File: src/led_status_pattern_generator_assert.svh
// ---------------------------------------------------------------------------
// LED status pattern generator assertion macros
// Shared concurrent checks, clocked on clk and disabled during rst.
// ---------------------------------------------------------------------------
`ifndef LED_STATUS_PATTERN_GENERATOR_ASSERT_SVH
`define LED_STATUS_PATTERN_GENERATOR_ASSERT_SVH

// The condition holds at every clock edge.
`define LSPG_ASSERT_ALWAYS(label, cond) \
  label: assert property (@(posedge clk) disable iff (rst) (cond)) \
    else $error("%m: check failed");

// When the antecedent holds, the consequent holds at the next edge.
`define LSPG_ASSERT_NEXT(label, ante, cons) \
  label: assert property (@(posedge clk) disable iff (rst) (ante) |=> (cons)) \
    else $error("%m: check failed");

`endif

File: src/lspg_pkg.sv
// ---------------------------------------------------------------------------
// LED status pattern generator package
// Mode and register codes, pattern constants and the queue word type.
// ---------------------------------------------------------------------------
package lspg_pkg;

  localparam int PIXEL_COUNT = 2;
  localparam int FIFO_DEPTH  = 4;
  localparam int LEVEL_W     = 6;
  localparam int CFG_INDEX_W = 1;
  localparam int CFG_DATA_W  = 3;

  localparam logic [2:0] MODE_OFF     = 3'd0;
  localparam logic [2:0] MODE_BLUE    = 3'd1;
  localparam logic [2:0] MODE_STANDBY = 3'd2;
  localparam logic [2:0] MODE_GREEN   = 3'd3;
  localparam logic [2:0] MODE_PURPLE  = 3'd4;
  localparam logic [2:0] MODE_RED     = 3'd5;

  localparam logic [CFG_INDEX_W-1:0] REG_MODE      = 1'd0;
  localparam logic [CFG_INDEX_W-1:0] REG_HEARTBEAT = 1'd1;

  localparam logic [63:0] RECIP_ONE = 64'd1 << 32;

  localparam logic [31:0] AURA_OFFSET = 32'd500;

  localparam logic [LEVEL_W-1:0] STATUS_PEAK  = 6'd48;
  localparam logic [LEVEL_W-1:0] AURA_PEAK    = 6'd28;
  localparam logic [LEVEL_W-1:0] STANDBY_PEAK = 6'd18;
  localparam logic [LEVEL_W-1:0] HB_PEAK      = 6'd28;

  localparam logic [12:0] HB_PERIOD          = 13'd1800;
  localparam logic [12:0] BLUE_STATUS_PERIOD = 13'd2000;
  localparam logic [12:0] BLUE_AURA_PERIOD   = 13'd3200;
  localparam logic [12:0] STANDBY_PERIOD     = 13'd5000;
  localparam logic [12:0] GREEN_AURA_PERIOD  = 13'd2600;
  localparam logic [12:0] PURPLE_DIV         = 13'd120;
  localparam logic [12:0] RED_DIV            = 13'd200;

  localparam logic [12:0] HB_HALF          = HB_PERIOD / 13'd2;
  localparam logic [12:0] BLUE_STATUS_HALF = BLUE_STATUS_PERIOD / 13'd2;
  localparam logic [12:0] BLUE_AURA_HALF   = BLUE_AURA_PERIOD / 13'd2;
  localparam logic [12:0] STANDBY_HALF     = STANDBY_PERIOD / 13'd2;
  localparam logic [12:0] GREEN_AURA_HALF  = GREEN_AURA_PERIOD / 13'd2;

  localparam logic [31:0] HB_RECIP          = 32'(RECIP_ONE / 64'(HB_PERIOD));
  localparam logic [31:0] BLUE_STATUS_RECIP = 32'(RECIP_ONE / 64'(BLUE_STATUS_PERIOD));
  localparam logic [31:0] BLUE_AURA_RECIP   = 32'(RECIP_ONE / 64'(BLUE_AURA_PERIOD));
  localparam logic [31:0] STANDBY_RECIP     = 32'(RECIP_ONE / 64'(STANDBY_PERIOD));
  localparam logic [31:0] GREEN_AURA_RECIP  = 32'(RECIP_ONE / 64'(GREEN_AURA_PERIOD));
  localparam logic [31:0] PURPLE_RECIP      = 32'(RECIP_ONE / 64'(PURPLE_DIV));
  localparam logic [31:0] RED_RECIP         = 32'(RECIP_ONE / 64'(RED_DIV));

  localparam logic [31:0] HB_HALF_RECIP          = 32'(RECIP_ONE / 64'(HB_HALF));
  localparam logic [31:0] BLUE_STATUS_HALF_RECIP = 32'(RECIP_ONE / 64'(BLUE_STATUS_HALF));
  localparam logic [31:0] BLUE_AURA_HALF_RECIP   = 32'(RECIP_ONE / 64'(BLUE_AURA_HALF));
  localparam logic [31:0] STANDBY_HALF_RECIP     = 32'(RECIP_ONE / 64'(STANDBY_HALF));
  localparam logic [31:0] GREEN_AURA_HALF_RECIP  = 32'(RECIP_ONE / 64'(GREEN_AURA_HALF));

  typedef struct packed {
    logic               flash;
    logic [LEVEL_W-1:0] aura;
    logic [LEVEL_W-1:0] strip;
    logic [LEVEL_W-1:0] hb;
  } levels_t;

endpackage

File: src/lspg_cdiv.sv
// ---------------------------------------------------------------------------
// Constant divider
// Three-stage quotient and remainder by a fixed divisor using its reciprocal.
// ---------------------------------------------------------------------------
module lspg_cdiv (
  input  logic        clk,
  input  logic        en,
  input  logic [31:0] num,
  input  logic [31:0] recip,
  input  logic [12:0] dvs,
  output logic [31:0] quo,
  output logic [12:0] rem
);

  logic [63:0] prod;
  logic [31:0] num1;
  logic [31:0] num2;
  logic [31:0] q2;
  logic [31:0] qp2;
  logic [12:0] dvs1;
  logic [12:0] dvs2;
  logic [13:0] r_est;

  // The estimated quotient is short by at most one, so the first remainder
  // stays below twice the divisor.
  assign r_est = num2[13:0] - qp2[13:0];

  always_ff @(posedge clk) begin
    if (en) begin
      prod <= 64'(num) * 64'(recip);
      num1 <= num;
      dvs1 <= dvs;
      q2   <= prod[63:32];
      qp2  <= prod[63:32] * {19'd0, dvs1};
      num2 <= num1;
      dvs2 <= dvs1;
      if (r_est >= {1'b0, dvs2}) begin
        quo <= q2 + 32'd1;
        rem <= 13'(r_est - {1'b0, dvs2});
      end else begin
        quo <= q2;
        rem <= r_est[12:0];
      end
    end
  end

endmodule

File: src/lspg_front.sv
// ---------------------------------------------------------------------------
// Pattern front end
// Reduces each time stamp to pulse levels and the flash phase in seven stages.
// ---------------------------------------------------------------------------
`include "led_status_pattern_generator_assert.svh"

module lspg_front (
  input  logic              clk,
  input  logic              rst,
  input  logic              in_valid,
  output logic              in_ready,
  input  logic [31:0]       time_ms,
  input  logic [2:0]        mode,
  output logic              out_valid,
  input  logic              out_ready,
  output lspg_pkg::levels_t levels
);

  localparam int LANES      = 3;
  localparam int LANE_HB    = 0;
  localparam int LANE_STRIP = 1;
  localparam int LANE_AURA  = 2;

  logic                         en;
  logic [7:1]                   vld;
  logic [3:0]                   fl_pipe;
  logic [31:0]                  num    [LANES];
  logic [31:0]                  recip  [LANES];
  logic [12:0]                  per    [LANES];
  logic [12:0]                  half   [LANES];
  logic [31:0]                  hrecip [LANES];
  logic [lspg_pkg::LEVEL_W-1:0] peak   [LANES];
  logic [31:0]                  mq     [LANES];
  logic [12:0]                  ph     [LANES];
  logic [18:0]                  x4     [LANES];
  logic [31:0]                  lq     [LANES];

  assign en        = !vld[7] || out_ready;
  assign in_ready  = en;
  assign out_valid = vld[7];

  always_comb begin
    num[LANE_HB]    = time_ms;
    recip[LANE_HB]  = lspg_pkg::HB_RECIP;
    per[LANE_HB]    = lspg_pkg::HB_PERIOD;
    half[LANE_HB]   = lspg_pkg::HB_HALF;
    hrecip[LANE_HB] = lspg_pkg::HB_HALF_RECIP;
    peak[LANE_HB]   = lspg_pkg::HB_PEAK;

    num[LANE_AURA]    = time_ms + lspg_pkg::AURA_OFFSET;
    recip[LANE_AURA]  = lspg_pkg::BLUE_AURA_RECIP;
    per[LANE_AURA]    = lspg_pkg::BLUE_AURA_PERIOD;
    half[LANE_AURA]   = lspg_pkg::BLUE_AURA_HALF;
    hrecip[LANE_AURA] = lspg_pkg::BLUE_AURA_HALF_RECIP;
    peak[LANE_AURA]   = lspg_pkg::AURA_PEAK;

    num[LANE_STRIP]    = time_ms;
    recip[LANE_STRIP]  = lspg_pkg::BLUE_STATUS_RECIP;
    per[LANE_STRIP]    = lspg_pkg::BLUE_STATUS_PERIOD;
    half[LANE_STRIP]   = lspg_pkg::BLUE_STATUS_HALF;
    hrecip[LANE_STRIP] = lspg_pkg::BLUE_STATUS_HALF_RECIP;
    peak[LANE_STRIP]   = lspg_pkg::STATUS_PEAK;
    unique case (mode) inside
      lspg_pkg::MODE_STANDBY: begin
        recip[LANE_STRIP]  = lspg_pkg::STANDBY_RECIP;
        per[LANE_STRIP]    = lspg_pkg::STANDBY_PERIOD;
        half[LANE_STRIP]   = lspg_pkg::STANDBY_HALF;
        hrecip[LANE_STRIP] = lspg_pkg::STANDBY_HALF_RECIP;
        peak[LANE_STRIP]   = lspg_pkg::STANDBY_PEAK;
      end
      lspg_pkg::MODE_GREEN: begin
        recip[LANE_STRIP]  = lspg_pkg::GREEN_AURA_RECIP;
        per[LANE_STRIP]    = lspg_pkg::GREEN_AURA_PERIOD;
        half[LANE_STRIP]   = lspg_pkg::GREEN_AURA_HALF;
        hrecip[LANE_STRIP] = lspg_pkg::GREEN_AURA_HALF_RECIP;
        peak[LANE_STRIP]   = lspg_pkg::AURA_PEAK;
      end
      lspg_pkg::MODE_PURPLE: begin
        recip[LANE_STRIP] = lspg_pkg::PURPLE_RECIP;
        per[LANE_STRIP]   = lspg_pkg::PURPLE_DIV;
      end
      lspg_pkg::MODE_RED: begin
        recip[LANE_STRIP] = lspg_pkg::RED_RECIP;
        per[LANE_STRIP]   = lspg_pkg::RED_DIV;
      end
      default: begin
      end
    endcase
  end

  for (genvar l = 0; l < LANES; l++) begin : g_lane
    logic [12:0] span;

    lspg_cdiv u_mod (
      .clk   (clk),
      .en    (en),
      .num   (num[l]),
      .recip (recip[l]),
      .dvs   (per[l]),
      .quo   (mq[l]),
      .rem   (ph[l])
    );

    // Distance from the nearer end of the period gives the triangle.
    assign span = (ph[l] < half[l]) ? ph[l] : per[l] - ph[l];

    always_ff @(posedge clk) begin
      if (en) begin
        x4[l] <= {6'd0, span} * {13'd0, peak[l]};
      end
    end

    lspg_cdiv u_lvl (
      .clk   (clk),
      .en    (en),
      .num   ({13'd0, x4[l]}),
      .recip (hrecip[l]),
      .dvs   (half[l]),
      .quo   (lq[l]),
      .rem   ()
    );
  end

  always_ff @(posedge clk) begin
    if (rst) begin
      vld <= '0;
    end else if (en) begin
      vld <= {vld[6:1], in_valid};
    end
  end

  always_ff @(posedge clk) begin
    if (en) begin
      fl_pipe <= {fl_pipe[2:0], mq[LANE_STRIP][0]};
    end
  end

  assign levels.flash = fl_pipe[3];
  assign levels.hb    = lq[LANE_HB][lspg_pkg::LEVEL_W-1:0];
  assign levels.strip = lq[LANE_STRIP][lspg_pkg::LEVEL_W-1:0];
  assign levels.aura  = lq[LANE_AURA][lspg_pkg::LEVEL_W-1:0];

  `LSPG_ASSERT_NEXT(a_front_stall_holds, vld[7] && !out_ready, vld[7])

endmodule

File: src/lspg_fifo.sv
// ---------------------------------------------------------------------------
// Level queue
// Short queue of level words between the front end and the output stage.
// ---------------------------------------------------------------------------
`include "led_status_pattern_generator_assert.svh"

module lspg_fifo (
  input  logic              clk,
  input  logic              rst,
  input  logic              in_valid,
  output logic              in_ready,
  input  lspg_pkg::levels_t in_data,
  output logic              out_valid,
  input  logic              out_ready,
  output lspg_pkg::levels_t out_data
);

  localparam int AW = $clog2(lspg_pkg::FIFO_DEPTH);
  localparam logic [AW:0] CNT_FULL = (AW+1)'(lspg_pkg::FIFO_DEPTH);
  localparam logic [AW:0] CNT_ONE  = (AW+1)'(1);

  lspg_pkg::levels_t mem [lspg_pkg::FIFO_DEPTH];
  logic [AW-1:0]     wr_ptr;
  logic [AW-1:0]     rd_ptr;
  logic [AW:0]       count;
  logic              wr;
  logic              rd;

  assign in_ready  = (count != CNT_FULL);
  assign out_valid = (count != '0);
  assign wr        = in_valid && in_ready;
  assign rd        = out_valid && out_ready;
  assign out_data  = mem[rd_ptr];

  always_ff @(posedge clk) begin
    if (wr) begin
      mem[wr_ptr] <= in_data;
    end
  end

  always_ff @(posedge clk) begin
    if (rst) begin
      wr_ptr <= '0;
      rd_ptr <= '0;
      count  <= '0;
    end else begin
      if (wr) begin
        wr_ptr <= wr_ptr + AW'(1);
      end
      if (rd) begin
        rd_ptr <= rd_ptr + AW'(1);
      end
      if (wr && !rd) begin
        count <= count + CNT_ONE;
      end else if (rd && !wr) begin
        count <= count - CNT_ONE;
      end
    end
  end

  `LSPG_ASSERT_ALWAYS(a_fifo_count_bound, count <= CNT_FULL)
  `LSPG_ASSERT_NEXT(a_fifo_count_up, wr && !rd, count == $past(count) + CNT_ONE)
  `LSPG_ASSERT_NEXT(a_fifo_count_down, rd && !wr, count == $past(count) - CNT_ONE)

endmodule

File: src/lspg_back.sv
// ---------------------------------------------------------------------------
// Pattern back end
// Maps levels to the three pixels by mode and holds the output word.
// ---------------------------------------------------------------------------
module lspg_back (
  input  logic              clk,
  input  logic              rst,
  input  logic [2:0]        mode,
  input  logic              heartbeat_enable,
  input  logic              in_valid,
  output logic              in_ready,
  input  lspg_pkg::levels_t levels,
  output logic              out_valid,
  input  logic              out_ready,
  output logic [71:0]       out_data
);

  localparam bit HAS_STATUS = lspg_pkg::PIXEL_COUNT > 0;
  localparam bit HAS_AURA   = lspg_pkg::PIXEL_COUNT > 1;

  logic [71:0] out_data_next;
  logic [7:0]  hb;
  logic [7:0]  sp;
  logic [7:0]  au;
  logic [7:0]  on;
  logic [7:0]  st_r, st_g, st_b;
  logic [7:0]  au_r, au_g, au_b;
  logic [7:0]  hb_r, hb_g, hb_b;

  assign in_ready = !out_valid || out_ready;

  always_comb begin
    hb = {2'd0, levels.hb};
    sp = {2'd0, levels.strip};
    au = {2'd0, levels.aura};
    on = levels.flash ? {2'd0, lspg_pkg::STATUS_PEAK} : 8'd0;
    hb_r = '0; hb_g = '0; hb_b = '0;
    st_r = '0; st_g = '0; st_b = '0;
    au_r = '0; au_g = '0; au_b = '0;

    if (heartbeat_enable) begin
      unique case (mode) inside
        lspg_pkg::MODE_GREEN: hb_g = hb;
        lspg_pkg::MODE_BLUE, lspg_pkg::MODE_STANDBY: hb_b = hb;
        lspg_pkg::MODE_PURPLE: begin
          hb_r = hb >> 1;
          hb_b = hb;
        end
        default: hb_r = hb;
      endcase
    end

    unique case (mode) inside
      lspg_pkg::MODE_BLUE: begin
        st_b = sp;
        au_b = au;
      end
      lspg_pkg::MODE_STANDBY: begin
        st_b = sp;
        au_b = sp >> 1;
      end
      lspg_pkg::MODE_GREEN: begin
        st_g = {2'd0, lspg_pkg::STATUS_PEAK};
        au_g = sp;
        au_b = sp >> 1;
      end
      lspg_pkg::MODE_PURPLE: begin
        st_r = on >> 1;
        st_b = on;
        au_r = on >> 1;
        au_b = on;
      end
      lspg_pkg::MODE_RED: begin
        st_r = on;
        au_r = on >> 1;
      end
      default: begin
      end
    endcase

    if (!HAS_STATUS) begin
      st_r = '0; st_g = '0; st_b = '0;
    end
    if (!HAS_AURA) begin
      au_r = '0; au_g = '0; au_b = '0;
    end

    out_data_next = {hb_b, hb_g, hb_r, au_b, au_g, au_r, st_b, st_g, st_r};
  end

  always_ff @(posedge clk) begin
    if (rst) begin
      out_valid <= 1'b0;
    end else if (in_ready) begin
      out_valid <= in_valid;
    end
  end

  always_ff @(posedge clk) begin
    if (in_valid && in_ready) begin
      out_data <= out_data_next;
    end
  end

endmodule

File: src/led_status_pattern_generator.sv
// ---------------------------------------------------------------------------
// LED status pattern generator
// Turns millisecond time stamps into status, aura and heartbeat pixel levels.
// ---------------------------------------------------------------------------
// Usage:
// Each word on the s_axis channel is a 32-bit time stamp in milliseconds.
// For every accepted word one word leaves on m_axis with nine 8-bit levels.
// The pattern follows the mode register and heartbeat_enable, which are set
// through the cfg_* write port. The user must set them only while no word is in
// flight; the block itself does not enforce this. A word passes through
// the front end (two three-stage reciprocal dividers and the triangle
// multiply), the four-word queue and the output register.
// One word per cycle is sustained while m_axis_tready stays high.
// Reset sets the mode to off, enables the heartbeat and empties the pipeline
// and the queue.
// While m_axis_tready is low the output word holds, the queue fills, and once
// it is full the front end stops and s_axis_tready falls.
// ---------------------------------------------------------------------------
module led_status_pattern_generator (
  input  logic                             clk,
  input  logic                             rst,
  input  logic                             cfg_wr_en,
  input  logic [lspg_pkg::CFG_INDEX_W-1:0] cfg_index,
  input  logic [lspg_pkg::CFG_DATA_W-1:0]  cfg_data,
  input  logic                             s_axis_tvalid,
  output logic                             s_axis_tready,
  // time_ms[31:0]
  input  logic [31:0]                      s_axis_tdata,
  output logic                             m_axis_tvalid,
  input  logic                             m_axis_tready,
  // status_red, status_green, status_blue, aura_red, aura_green, aura_blue,
  // heart_red, heart_green, heart_blue, 8 bits each from bit 0 up
  output logic [71:0]                      m_axis_tdata
);

  logic [2:0]        mode;
  logic              heartbeat_enable;
  logic              front_valid;
  logic              front_ready;
  lspg_pkg::levels_t front_levels;
  logic              queue_valid;
  logic              queue_ready;
  lspg_pkg::levels_t queue_levels;

  always_ff @(posedge clk) begin
    if (rst) begin
      mode             <= lspg_pkg::MODE_OFF;
      heartbeat_enable <= 1'b1;
    end else if (cfg_wr_en) begin
      unique case (cfg_index)
        lspg_pkg::REG_MODE:      mode <= cfg_data[2:0];
        lspg_pkg::REG_HEARTBEAT: heartbeat_enable <= cfg_data[0];
        default: begin
        end
      endcase
    end
  end

  lspg_front u_front (
    .clk       (clk),
    .rst       (rst),
    .in_valid  (s_axis_tvalid),
    .in_ready  (s_axis_tready),
    .time_ms   (s_axis_tdata),
    .mode      (mode),
    .out_valid (front_valid),
    .out_ready (front_ready),
    .levels    (front_levels)
  );

  lspg_fifo u_fifo (
    .clk       (clk),
    .rst       (rst),
    .in_valid  (front_valid),
    .in_ready  (front_ready),
    .in_data   (front_levels),
    .out_valid (queue_valid),
    .out_ready (queue_ready),
    .out_data  (queue_levels)
  );

  lspg_back u_back (
    .clk              (clk),
    .rst              (rst),
    .mode             (mode),
    .heartbeat_enable (heartbeat_enable),
    .in_valid         (queue_valid),
    .in_ready         (queue_ready),
    .levels           (queue_levels),
    .out_valid        (m_axis_tvalid),
    .out_ready        (m_axis_tready),
    .out_data         (m_axis_tdata)
  );

endmodule
File: config.mk
export PLATFORM = sky130hd
export DESIGN_NAME = led_status_pattern_generator
export DESIGN_NICKNAME = d
export VERILOG_FILES = /design/src/lspg_pkg.sv /design/src/lspg_cdiv.sv /design/src/lspg_front.sv /design/src/lspg_fifo.sv /design/src/lspg_back.sv /design/src/led_status_pattern_generator.sv
export VERILOG_INCLUDE_DIRS = /design/src /design/src/src
export SDC_FILE = /design/constraint.sdc
export NUM_CORES = 2
export LEC_CHECK = 0
export ABC_AREA = 1
export BUFFER_PORTS_ARGS = -buffer_cell sky130_fd_sc_hd__buf_2
export CORE_MARGIN = 1.5
export CORE_UTILIZATION = 40
export DETAILED_ROUTE_END_ITERATION = 10
export GPL_ROUTABILITY_DRIVEN = 0
export GPL_TIMING_DRIVEN = 1
export SLEW_MARGIN = 15
export SYNTH_ARGS = -nofsm -noshare
export SYNTH_HDL_FRONTEND = slang
export SYNTH_SLANG_ARGS = --single-unit
export TNS_END_PERCENT = 50
File: constraint.sdc
create_clock -name clk -period 33.7 [get_ports clk]
set_clock_uncertainty 0.15 [all_clocks]
set_input_delay 6.74 -clock clk [delete_from_list [all_inputs] [get_ports clk]]
set_output_delay 6.74 -clock clk [all_outputs]
set_load 0.1 [all_outputs]
==> PnR_summary.wiki <==
{| class="wikitable"
! Metric !! Value
|-
| Result of the run || finished, final reports clean
|-
| Number of buffers inserted for hold repair after clock tree synthesis || 0
|-
| Max_slew headroom || a little under a fifth
|-
| Period utilization || between 40% and 50%
|-
| Critical path's most frequent cell || sky130_fd_sc_hd__nand2_1
|-
| Vias after detailed routing || about 68,000
|-
| Worst path arrival time || between 10 and 15 ns
|-
| Average cell area after synthesis || between 9 and 10 um^2
|-
| Final setup violating endpoints || 0
|-
| Startpoint of the worst register-to-register path || mode[1]
|-
| Layout cells sized above 1 || 3.033%
|-
| Synth cell types || 69
|-
| Number of vias per cell || 5.016
|-
| Clock Root Buffer || sky130_fd_sc_hd__clkbuf_16
|-
| Clock transition at path regs || roughly 0.07 ns
|-
| Total negative slack || 0 ns
|-
| Number of cell rows || ~180
|-
| Number of sinks handled by clock tree synthesis || around 520
|-
| Initial standard-cell utilization of the core || about 40%
|-
| Post-synthesis instance area || 94,410 um^2
|-
| Tightest Pin Transition || between 1 and 1.5 ns
|-
| Commonest non-fill, non-tap cell in the layout || sky130_fd_sc_hd__inv_1
|-
| Wire length of the first global-routing pass || approximately 400 mm
|-
| DIE WIDTH || a little under 500 um
|-
| Synth top area cells || sky130_fd_sc_hd__fa_1 34%, sky130_fd_sc_hd__ha_1 18%, sky130_fd_sc_hd__edfxtp_1 16%, sky130_fd_sc_hd__inv_1 12%, sky130_fd_sc_hd__nand2_1 5.7%
|-
| Category of the most critical setup path || input port to flop
|-
| Slowest cell on the critical path || sky130_fd_sc_hd__xor2_1
|-
| Maximum number of pins on one net before global-route repair || between 70 and 80
|-
| Critical Path Max Stage Delay || 0.66 ns
|-
| Number of placed instances with taps included || between 10,000 and 15,000
|-
| Slack of the worst reg-to-reg path || 24.06 ns
|-
| Number of global-route vias before repair || approximately 74,000
|-
| Congestion Overflow GR || 0
|-
| Post-Layout Cell Count || 13,637
|-
| Primary flip-flop cell chosen by synthesis mapping || sky130_fd_sc_hd__edfxtp_1
|-
| Worst hold endpoint || u_front.g_lane[1].u_lvl.num2[12]
|-
| Clock buffer depth || 3
|-
| Iteration-0 DRC Markers || around 4,800
|-
| Fin. max-slew vios || 0
|-
| Cell depth of the worst hold path || 0
|-
| Timing startpoint of the critical path || s_axis_tdata[4]
|-
| Hold Worst Slack || about 0.23 ns
|-
| Fraction of the yosys area taken by sequential cells || between 10% and 20%
|-
| Highest Clock Rate || ~0.07 GHz
|-
| Die area || 238,900 um^2
|-
| Total of warnings raised by yosys || 0
|-
| Number of resized instances in the post-cts repair step || 0
|-
| # Max-Cap Violations || 0
|-
| Depth of the worst register-to-register path || 31
|-
| Antenna-violating nets left || 0
|-
| Flop and latch count out of synthesis || approximately 520
|-
| Synth-to-layout area growth || 6.845%
|-
| Hold_sp || u_front.g_lane[1].u_lvl.num1[12]
|-
| Worst path required time || 33.97 ns
|-
| Clk_lat worst skew || roughly 0.68 ns
|-
| Average detailed-routed wire length per instance || approximately 19 um
|-
| Number of buffers inserted to repair setup after CTS || 0
|-
| Cells after Synth || between 10,000 and 15,000
|-
| Total count of hold-check failures in the final report || 0
|-
| Number of antenna violations at the first check in global routing || 2
|-
| Final Net Count || 13,437
|-
| TritonRoute pass-1 iters || 6
|-
| Post-route DRC || 0
|-
| DRT Wirelength || around 260 mm
|-
| Count of boundary I/O pins || around 120
|-
| Min cycle time layout || ~14 ns
|-
| Worst Path Max Fanout || 25
|-
| CORE AREA || roughly 230,000 um^2
|-
| Number of synthesized flops with an enable pin || 500
|-
| Sort of element at the end of the critical path || flop
|-
| Vert. Die Dim || slightly below 500 um
|-
| TritonCTS Buffers || 66
|-
| CTS H-tree lvls || 3
|-
| Share of the synthesized area in the top cell type || 34.35%
|-
| Share of flip-flops with an asynchronous set or reset after synthesis || 0%
|-
| All-Layer GR Usage || about 22%
|-
| Min-Delay Path Class || flop to flop
|-
| Commonest non-fill, non-tap cells in the layout || 2,994 x sky130_fd_sc_hd__inv_1, 1,620 x sky130_fd_sc_hd__fa_1, 1,432 x sky130_fd_sc_hd__nand2_1
|-
| Reg-to-reg endpoint || u_front.g_lane[1].u_mod.prod[37]
|-
| Cell type with the highest aggregate area in the netlist || sky130_fd_sc_hd__fa_1
|-
| Unrepaired setup endpoints after global routing || no
|-
| CP startpoint kind || input port
|-
| Final HPWL DP || approximately 220 mm
|-
| Clock tree from TritonCTS || built
|-
| Quantity of I/O buffers inserted on ports || between 80 and 90
|}
==> sequential cells by signal, summed over array words and instances (netlist names), 29 cells and up, named ones only <==
signal,cells
u_front.g_lane.u_lvl.num1,29
u_fifo.mem,76
u_front.g_lane.u_lvl.prod,32
u_front.g_lane.u_mod.qp2,29
u_front.g_lane.u_lvl.num2,33
u_front.x4,49
u_back.out_data,41
u_front.g_lane.u_mod.rem,34
u_front.g_lane.u_mod.prod,29
==> kinds of logic after synthesis <==
kind of cell | Yosys count | synth area share, %
buf+inv | 3198 | 12.87
fa+ha+maj | 2963 | 52.15
simple gates | 2615 | 11.23
compound gates | 768 | 4.647
flops | 521 | 16.35
xor+xnor | 296 | 2.746
other cells | 1 | 0.003972
==> worst max-delay path by stage <==
stage                                                  end  depth (start not counted)
after floorplan                              s_axis_tready                          3
after global placement    u_front.g_lane[2].u_mod.prod[38]                         34
after detailed placement  u_front.g_lane[2].u_mod.prod[38]                         34
after CTS                 u_front.g_lane[2].u_mod.prod[38]                         34
after global routing      u_front.g_lane[2].u_mod.prod[38]                         35
final                     u_front.g_lane[2].u_mod.prod[38]                         34
==> routing by layer <==
| metal | vias to the layer above | GRT usage [%] | routed length (um) |
|---|---|---|---|
| li1 | 31440 | - | - |
| met1 | 33998 | 29.06 | 108400 |
| met2 | 2442 | 36.96 | 121000 |
| met3 | 520 | 4.124 | 20080 |
| met4 | 0 | 8.048 | 10180 |
| met5 | - | 0 | 0 |
==> synthesized netlist by cell type (6+ instances only) <==
| cell type | n |
|---|---|
| sky130_fd_sc_hd__a21boi_0 | 10 |
| sky130_fd_sc_hd__a21o_1 | 45 |
| sky130_fd_sc_hd__a21oi_1 | 348 |
| sky130_fd_sc_hd__a31oi_1 | 39 |
| sky130_fd_sc_hd__a32o_1 | 6 |
| sky130_fd_sc_hd__buf_1 | 17 |
| sky130_fd_sc_hd__buf_2 | 9 |
| sky130_fd_sc_hd__buf_4 | 33 |
| sky130_fd_sc_hd__clkbuf_1 | 121 |
| sky130_fd_sc_hd__clkinv_1 | 11 |
| sky130_fd_sc_hd__dfxtp_1 | 21 |
| sky130_fd_sc_hd__edfxtp_1 | 500 |
| sky130_fd_sc_hd__fa_1 | 1620 |
| sky130_fd_sc_hd__ha_1 | 1343 |
| sky130_fd_sc_hd__inv_1 | 2994 |
| sky130_fd_sc_hd__inv_2 | 11 |
| sky130_fd_sc_hd__nand2_1 | 1432 |
| sky130_fd_sc_hd__nand2_2 | 6 |
| sky130_fd_sc_hd__nand3_1 | 207 |
| sky130_fd_sc_hd__nand3b_1 | 19 |
| sky130_fd_sc_hd__nand4_1 | 64 |
| sky130_fd_sc_hd__nor2_1 | 753 |
| sky130_fd_sc_hd__nor3_1 | 64 |
| sky130_fd_sc_hd__nor4_1 | 24 |
| sky130_fd_sc_hd__o2111ai_1 | 9 |
| sky130_fd_sc_hd__o211ai_1 | 14 |
| sky130_fd_sc_hd__o21a_1 | 18 |
| sky130_fd_sc_hd__o21ai_0 | 189 |
| sky130_fd_sc_hd__o21ai_1 | 22 |
| sky130_fd_sc_hd__o21bai_1 | 24 |
| sky130_fd_sc_hd__o22ai_1 | 9 |
| sky130_fd_sc_hd__or2_2 | 20 |
| sky130_fd_sc_hd__xnor2_1 | 93 |
| sky130_fd_sc_hd__xor2_1 | 203 |
==> layout make-up <==
type / instances / area, um^2
fillers: 22761 / 134100
multi-input cells: 6671 / 66970
flip-flops and latches: 521 / 15430
inverters: 3017 / 11330
well taps: 3150 / 3941
clock buffers: 79 / 1742
repair buffers: 156 / 958.4
clock inverters: 41 / 493.0
diodes: 2 / 5.005
==> metrics by stage <==
stage	cell area, um^2	utilization [%]	worst slack [ns]
2_1_floorplan	94510	-	14.96
3_3_place_gp	98630	41.98	18.67
3_5_place_dp	98630	41.98	18.59
4_1_cts	100900	42.93	19.32
5_1_grt	100900	42.93	18.89
6_report	100900	42.93	19.27
==> worst max-delay path, delay by kind of cell <==
kind	cells	cell delay [ns]
fa+ha+maj	9	3.88
simple gates	13	1.71
buf+inv	10	1.50
compound gates	1	0.17
xor+xnor	1	0.66
Power is not shown: default switching activity piles up to over one toggle a cycle in this logic, so the estimate is an artifact.
